<file path="config.mk">
export PLATFORM = sky130hd
export DESIGN_NAME = sgdlr_mac
export DESIGN_NICKNAME = d
export VERILOG_FILES = /design/src/hdl/sgdlr_pkg.sv /design/src/hdl/sgdlr_mac.sv
export SDC_FILE = /design/constraint.sdc
export NUM_CORES = 2
export LEC_CHECK = 0
export BUFFER_PORTS_ARGS = -buffer_cell sky130_fd_sc_hd__buf_2
export CORE_ASPECT_RATIO = 1.4
export CORE_UTILIZATION = 65
export DETAILED_ROUTE_END_ITERATION = 6
export GPL_TIMING_DRIVEN = 0
export PLACE_DENSITY = 0.93
export SLEW_MARGIN = 10
export SYNTH_ARGS = -nofsm -noshare
export SYNTH_HDL_FRONTEND = slang
export SYNTH_SLANG_ARGS = --single-unit
</file>
<file path="constraint.sdc">
create_clock -name clk -period 11.1 [get_ports clk]
set_input_delay 0.555 -clock clk [delete_from_list [all_inputs] [get_ports clk]]
set_output_delay 0.555 -clock clk [all_outputs]
set_load 0.01 [all_outputs]
</file>
<file path="src/hdl/sgdlr_pkg.sv">
// ----------------------------------------------------------------------------
// SGD linear regression trainer package
// Shared types, command codes, register indexes and reset values.
// ----------------------------------------------------------------------------
package sgdlr_pkg;

    localparam int OPERAND_W = 64;
    localparam int PRODUCT_W = 128;
    localparam int CHUNK_W   = 32;

    localparam logic [1:0] CMD_TRAIN   = 2'd0;
    localparam logic [1:0] CMD_PREDICT = 2'd1;
    localparam logic [1:0] CMD_RELOAD  = 2'd2;

    localparam logic [2:0] CFG_LEARNING_RATE      = 3'd0;
    localparam logic [2:0] CFG_COST_THRESHOLD     = 3'd1;
    localparam logic [2:0] CFG_INITIAL_BIAS       = 3'd2;
    localparam logic [2:0] CFG_INITIAL_WEIGHT_ONE = 3'd3;
    localparam logic [2:0] CFG_INITIAL_WEIGHT_TWO = 3'd4;

    localparam logic [39:0]        LEARNING_RATE_RESET      = 40'd2814750;
    localparam logic [47:0]        COST_THRESHOLD_RESET     = 48'd6554;
    localparam logic signed [47:0] INITIAL_BIAS_RESET       = 48'sd42949673;
    localparam logic signed [47:0] INITIAL_WEIGHT_ONE_RESET = 48'sd38654705;
    localparam logic signed [47:0] INITIAL_WEIGHT_TWO_RESET = 48'sd128849019;

    typedef struct packed {
        logic                 start;
        logic [OPERAND_W-1:0] a;
        logic [OPERAND_W-1:0] b;
    } sgdlr_mac_req_t;

    typedef struct packed {
        logic                 done;
        logic [PRODUCT_W-1:0] product;
    } sgdlr_mac_rsp_t;

endpackage

</file>
<file path="src/hdl/sgdlr_mac.sv">
// ----------------------------------------------------------------------------
// SGD trainer shared multiplier
// Unsigned 64 x 64 product built from four 32 x 32 partial products,
// one per cycle, accumulated into a 128-bit result.
// ----------------------------------------------------------------------------
module sgdlr_mac
(
    input  logic                   clk,
    input  logic                   rst_n,
    input  sgdlr_pkg::sgdlr_mac_req_t req,
    output sgdlr_pkg::sgdlr_mac_rsp_t rsp
);
    import sgdlr_pkg::*;

    logic [OPERAND_W-1:0]   a_reg;
    logic [OPERAND_W-1:0]   b_reg;
    logic [1:0]             cnt_reg;
    logic                   busy_reg;
    logic [2*CHUNK_W-1:0]   pp_reg;
    logic [1:0]             pp_shift_reg;
    logic                   pp_valid_reg;
    logic                   pp_last_reg;
    logic                   done_reg;
    logic [PRODUCT_W-1:0]   acc_reg;

    logic [CHUNK_W-1:0]     a_chunk;
    logic [CHUNK_W-1:0]     b_chunk;
    logic [2*CHUNK_W-1:0]   pp_next;
    logic [PRODUCT_W-1:0]   pp_aligned;

    assign a_chunk = cnt_reg[1] ? a_reg[OPERAND_W-1:CHUNK_W] : a_reg[CHUNK_W-1:0];
    assign b_chunk = cnt_reg[0] ? b_reg[OPERAND_W-1:CHUNK_W] : b_reg[CHUNK_W-1:0];
    assign pp_next = {{CHUNK_W{1'b0}}, a_chunk} * {{CHUNK_W{1'b0}}, b_chunk};

    always_comb
    begin
        case (pp_shift_reg)
            2'd0:    pp_aligned = {{(2*CHUNK_W){1'b0}}, pp_reg};
            2'd1:    pp_aligned = {{CHUNK_W{1'b0}}, pp_reg, {CHUNK_W{1'b0}}};
            2'd2:    pp_aligned = {pp_reg, {(2*CHUNK_W){1'b0}}};
            default: pp_aligned = '0;
        endcase
    end

    always_ff @(posedge clk or negedge rst_n)
    begin
        if (!rst_n)
        begin
            busy_reg     <= 1'b0;
            cnt_reg      <= 2'd0;
            pp_valid_reg <= 1'b0;
            pp_last_reg  <= 1'b0;
            done_reg     <= 1'b0;
        end
        else
        begin
            done_reg     <= pp_valid_reg && pp_last_reg;
            pp_valid_reg <= busy_reg;
            pp_last_reg  <= busy_reg && (cnt_reg == 2'd3);
            if (req.start)
            begin
                busy_reg <= 1'b1;
                cnt_reg  <= 2'd0;
            end
            else if (busy_reg)
            begin
                cnt_reg <= cnt_reg + 2'd1;
                if (cnt_reg == 2'd3)
                begin
                    busy_reg <= 1'b0;
                end
            end
        end
    end

    always_ff @(posedge clk)
    begin
        if (req.start)
        begin
            a_reg   <= req.a;
            b_reg   <= req.b;
            acc_reg <= '0;
        end
        else if (pp_valid_reg)
        begin
            acc_reg <= acc_reg + pp_aligned;
        end
        if (busy_reg)
        begin
            pp_reg       <= pp_next;
            pp_shift_reg <= {1'b0, cnt_reg[1]} + {1'b0, cnt_reg[0]};
        end
    end

    assign rsp.done    = done_reg;
    assign rsp.product = acc_reg;

endmodule

</file>
=== Yosys cells after proc, flatten, opt, wreduce, memory -nomap -nowiden ===
Cells that the tools add are included.

* Register bits: 328
* Bits of input ports: 131
* Output and inout bits: 129
* Logic and storage cells: 29

* Add/subtract/negate cells: 3
* Multiply operators: 1
* Equality and inequality tests: 3
* Multiplexer cells: 8
* Reductions and logical operators: 4

{| class="wikitable"
|+ Operators by type and width
! operator !! number
|-
| $pmux W128 S3 || 1
|-
| $add A128 B128 Y128 || 1
|-
| $mul A32 B32 Y64 || 1
|-
| $mux W32 || 2
|-
| $eq A2 B2 Y1 const B || 2
|-
| $mux W2 || 2
|-
| $mux W1 || 3
|-
| $add A1 B1 Y2 || 1
|-
| $add A2 B1 Y2 const B || 1
|-
| $eq A2 B1 Y1 const B || 1
|-
| $logic_and A1 B1 Y1 || 2
|-
| $logic_not A2 Y1 || 1
|-
| $reduce_bool A2 Y1 || 1
|}

=== Longest topological paths before layout ===
* Word-level depth: 4
* Depth in mapped cells: 34
* Depth with buffers taken out: 30

=== Worst setup path after synthesis ===
Ideal clock, no wire load.

* Path kind: reg-to-reg
* From: reg cnt_reg[0]
* To: reg pp_reg[61] (data pin)
* Library setup time: 263 ps
* Data arrival time: 8625 ps
* Data required time: 10837 ps
* Path slack: 2212 ps
* Cell stages (with the launch flop): 30
* Path buffers: 4
* Cell sequence: dfrtp_1 clkbuf_1 buf_1 mux2i_1 clkbuf_1 nor2_1 fa_1 fa_1 inv_1 fa_1 fa_1 inv_1 fa_1 fa_1 fa_1 inv_1 fa_1 inv_1 ha_1 clkbuf_2 and3_1 nand3_1 a2111oi_2 o21ai_2 a211o_1 a21bo_4 a31oi_4 a31oi_4 mux2i_1 a2111o_1

* Word-level cells in the longest chain between the ends: 2

{| class="wikitable"
|+ RTL lines
! element !! line !! source
|-
| from (decl) || sgdlr_mac.sv:17 || <nowiki>logic [1:0] cnt_reg;</nowiki>
|-
| from (signal assigned) || sgdlr_mac.sv:67 || <nowiki>cnt_reg <= cnt_reg + 2'd1;</nowiki>
|-
| $mux W32 || sgdlr_mac.sv:32 || <nowiki>assign b_chunk = cnt_reg[0] ? b_reg[OPERAND_W-1:CHUNK_W] : b_reg[CHUNK_W-1:0];</nowiki>
|-
| $mul A32 B32 Y64 || sgdlr_mac.sv:33 || <nowiki>assign pp_next = {{CHUNK_W{1'b0}}, a_chunk} * {{CHUNK_W{1'b0}}, b_chunk};</nowiki>
|-
| net pp_next[61] || sgdlr_mac.sv:28 || <nowiki>logic [2*CHUNK_W-1:0] pp_next;</nowiki>
|-
| to (signal assigned) || sgdlr_mac.sv:90 || <nowiki>pp_reg <= pp_next;</nowiki>
|-
| to (decl) || sgdlr_mac.sv:19 || <nowiki>logic [2*CHUNK_W-1:0] pp_reg;</nowiki>
|}

The timed path passes the listed nets, and every way through them passes these cells.
A chain may end at the register's enable or synchronous reset.

=== Worst setup path after layout ===
* From: reg cnt_reg[0]
* To: reg pp_reg[63] (data pin)

The elaborated chain is that of the path after synthesis.

==> summary.txt <==
Clock network
  • Longest Clk Path Bufs: 3
  • Clock sink count: 328
  • TritonCTS clock tree: built
  • H-tree depth: 2
  • CTS root buf: clkbuf_16
  • Clock transition at path regs: 0.06 ns
  • Clk_lat worst skew: 0.63 ns
  • CTS buffer count: 36

Setup path
  • Crit path launch: cnt_reg[0]
  • Crit path max fanout: 10
  • Worst Setup End Kind: flop
  • R2R setup slack: -0.07 ns
  • Crit path launch type: flop
  • Reg2reg start: cnt_reg[0]
  • Critical path class: reg2reg
  • Critical path arrival: 11.49 ns
  • Req. time, crit path: 11.43 ns

Outcome
  • Status: finished, violations left
  • Failing checks: setup timing

Hold path
  • Worst min-delay path startpoint: req[118]
  • Min-Delay Path Class: in2reg

Cells and area
  • Area Overhead vs Synth: 7.968%
  • Max reg flops: 128
  • Share of cells above drive strength 1: 0.08682
  • Finished Cell Area: 0.05759 mm^2
  • NumNets Final: 7684
  • Fillers: 6151

Synthesis
  • Top FF cell, synth: edfxtp_1
  • Synthesized area: 0.05334 mm^2
  • Post-synth EDFFs: 194
  • #FFs+latches synth: 328
  • Netlist cell types: 101
  • Post-Syn Nets: 7380
  • Mapped Cells: 5961
  • Avg Inst Size Synth: 8.949 um^2
  • Warnings from Yosys: 0
  • Sequential element share of the synthesized area: 0.1601
  • Async set-reset flop share out of synthesis: 0.01829

STA
  • Min Tclk post-route: 11.17 ns
  • Slew margin rel.: 0.06404
  • Final setup vio count: 2
  • Final hold slack: 0.1272 ns
  • Highest Clock Rate: 89.56 MHz
  • Setup Skew: 0.04512 ns
  • Slew Limit Fails: 0
  • Final worst slack: -0.06555 ns
  • Final Hold Viols: 0
  • Least-Margin Pin Slew: 1.365 ns
  • Final worst path period share: 1.006

Place
  • Hpwl dp: 179800 um
  • Port bufs: 259
  • Placer congestion estimate: 1.151
  • DP Area: 0.05623 mm^2

Die
  • Die ar.: 0.08323 mm^2
  • I/O Pins: 260
  • Die Wd: 244.1 um
  • Starting Density: 0.6602
  • Die height: 341.0 um
  • Core area: 0.08080 mm^2
  • # rows: 123

Drt
  • Detailed Route Iter0 Violations: 4775
  • Routed WL: 217700 um
  • Vias per inst: 6.487
  • Routed len/inst: 29.59 um
  • Vias: 47735
  • DR pass1 iterations: 7
  • Antenna Nets Post-Route: 0
  • Drt drc: 0

GRT
  • Vias in the first global route: 49715
  • Largest net degree at the start of global routing: 98
  • Grt ovf: 0
  • First-pass GRT wire length: 316900 um
  • Gr usage total: 0.5334
  • Antenna violations before repair: 9

Flow run
  • Maxcap violations: 0
-- final timing paths --
kind                         endpoint  cells after the start
max reg2reg                pp_reg[63]                     25
min in group asynchronous  cnt_reg[0]                      2
min                         a_reg[54]                      1
max in group asynchronous    busy_reg                      2
min reg2reg                  done_reg                      1
max                        pp_reg[63]                     25
-- cell type report --
class | count | area [um^2] | area share
antenna | 7 | 17.52 | 0.0003041
buffer | 316 | 1301 | 0.02259
clock buffer | 41 | 953.4 | 0.01655
clock inverter | 21 | 277.8 | 0.004823
inverter | 934 | 3506 | 0.06087
multi-input combinational | 4375 | 40180 | 0.6976
sequential | 328 | 8542 | 0.1483
tap | 1062 | 1329 | 0.02307
timing repair buffer | 274 | 1490 | 0.02587
-- cells in the mapped netlist, drive strengths merged, types with 22 or more instances --
library cell  count  share of area
a211oi           28         0.0044
a21o            109          0.015
a21oi           265          0.025
a22o             34         0.0056
a31oi            22         0.0033
and2             67         0.0079
buf              48         0.0042
clkbuf          276          0.020
dfxtp           128          0.048
edfxtp          194           0.11
fa              897           0.34
ha              391          0.092
inv             933          0.066
mux2             66          0.014
mux2i           149          0.028
nand2           641          0.045
nand2b           22         0.0026
nand3            44         0.0041
nand4            90          0.011
nor2            858          0.060
nor3             48         0.0046
o21a             34         0.0048
o21ai           189          0.018
o21bai           43         0.0061
xnor2            96          0.016
xor2             66          0.011
-- cells in the final DEF (no fill, tap or decap), drive strengths merged, types with 109 or more instances in the layout --
cell,instances
inv,935
fa,897
nor2,858
nand2,641
ha,391
buf,319
clkbuf,308
a21oi,265
edfxtp,194
o21ai,189
mux2i,149
dfxtp,128
a21o,109
-- layer usage --
layer | global-route usage | wire length (um) | vias to the layer above
li1 | - | - | 19682
met1 | 0.5344 | 64730 | 22953
met2 | 0.8339 | 96510 | 3607
met3 | 0.1800 | 26030 | 1487
met4 | 0.5749 | 30430 | 6
met5 | 0.001730 | 46 | -
-- worst max-delay path, stage by stage (launching register included) --
cell and delay [ns]:
dfrtp_1 0.54, clkbuf_1 0.70, mux2i_1 1.12, clkbuf_1 0.79
nor2_1 0.12, fa_1 0.51, inv_1 0.05, fa_1 0.49
fa_1 0.47, fa_1 0.67, inv_1 0.14, fa_1 0.51
fa_1 0.57, fa_1 0.43, fa_1 0.49, ha_1 0.43
and3_1 0.29, nand3_1 0.12, a2111oi_2 0.61, o21ai_2 0.18
a211o_1 0.37, a21bo_4 0.25, a31oi_4 0.28, a21o_4 0.21
mux2i_1 0.07, or3_1 0.42
-- through the flow --
step	utilization	setup TNS, ns	std cells	setup slack (ns)
after floorplan	-	0	5961	2.212
after global placement	0.6927	-7.133	7282	-0.8828
after detailed placement	0.6960	-5.295	7296	-0.6647
after CTS	0.7120	0	7356	0.02067
after global routing	0.7126	-0.004627	7352	-0.004627
final	0.7128	-0.07491	7358	-0.06555
-- kinds of logic after synthesis --
| logic type | synth area share |
|---|---|
| muxes | 0.04196 |
| buffers and inverters | 0.08948 |
| AOI/OAI and AO/OA | 0.1064 |
| DFF | 0.1601 |
| adders and majority gates | 0.4283 |
| and+or+nand+nor | 0.1471 |
| xor gates and xnor gates | 0.02660 |
-- timing repair --
| item | in CTS | in global routing |
|---|---|---|
| hold buffers | 1 | 0 |
| setup endpoints to repair | 14 | 13 |
| hold endpoints to repair | 6 | 0 |
| buffers inserted | 0 | 0 |
| gates cloned | 0 | 0 |
| gates resized for setup | 27 | 50 |
Power is left out: the tool's default activity adds up to more than one toggle a clock period on the data nets, which glitch-free logic cannot reach.
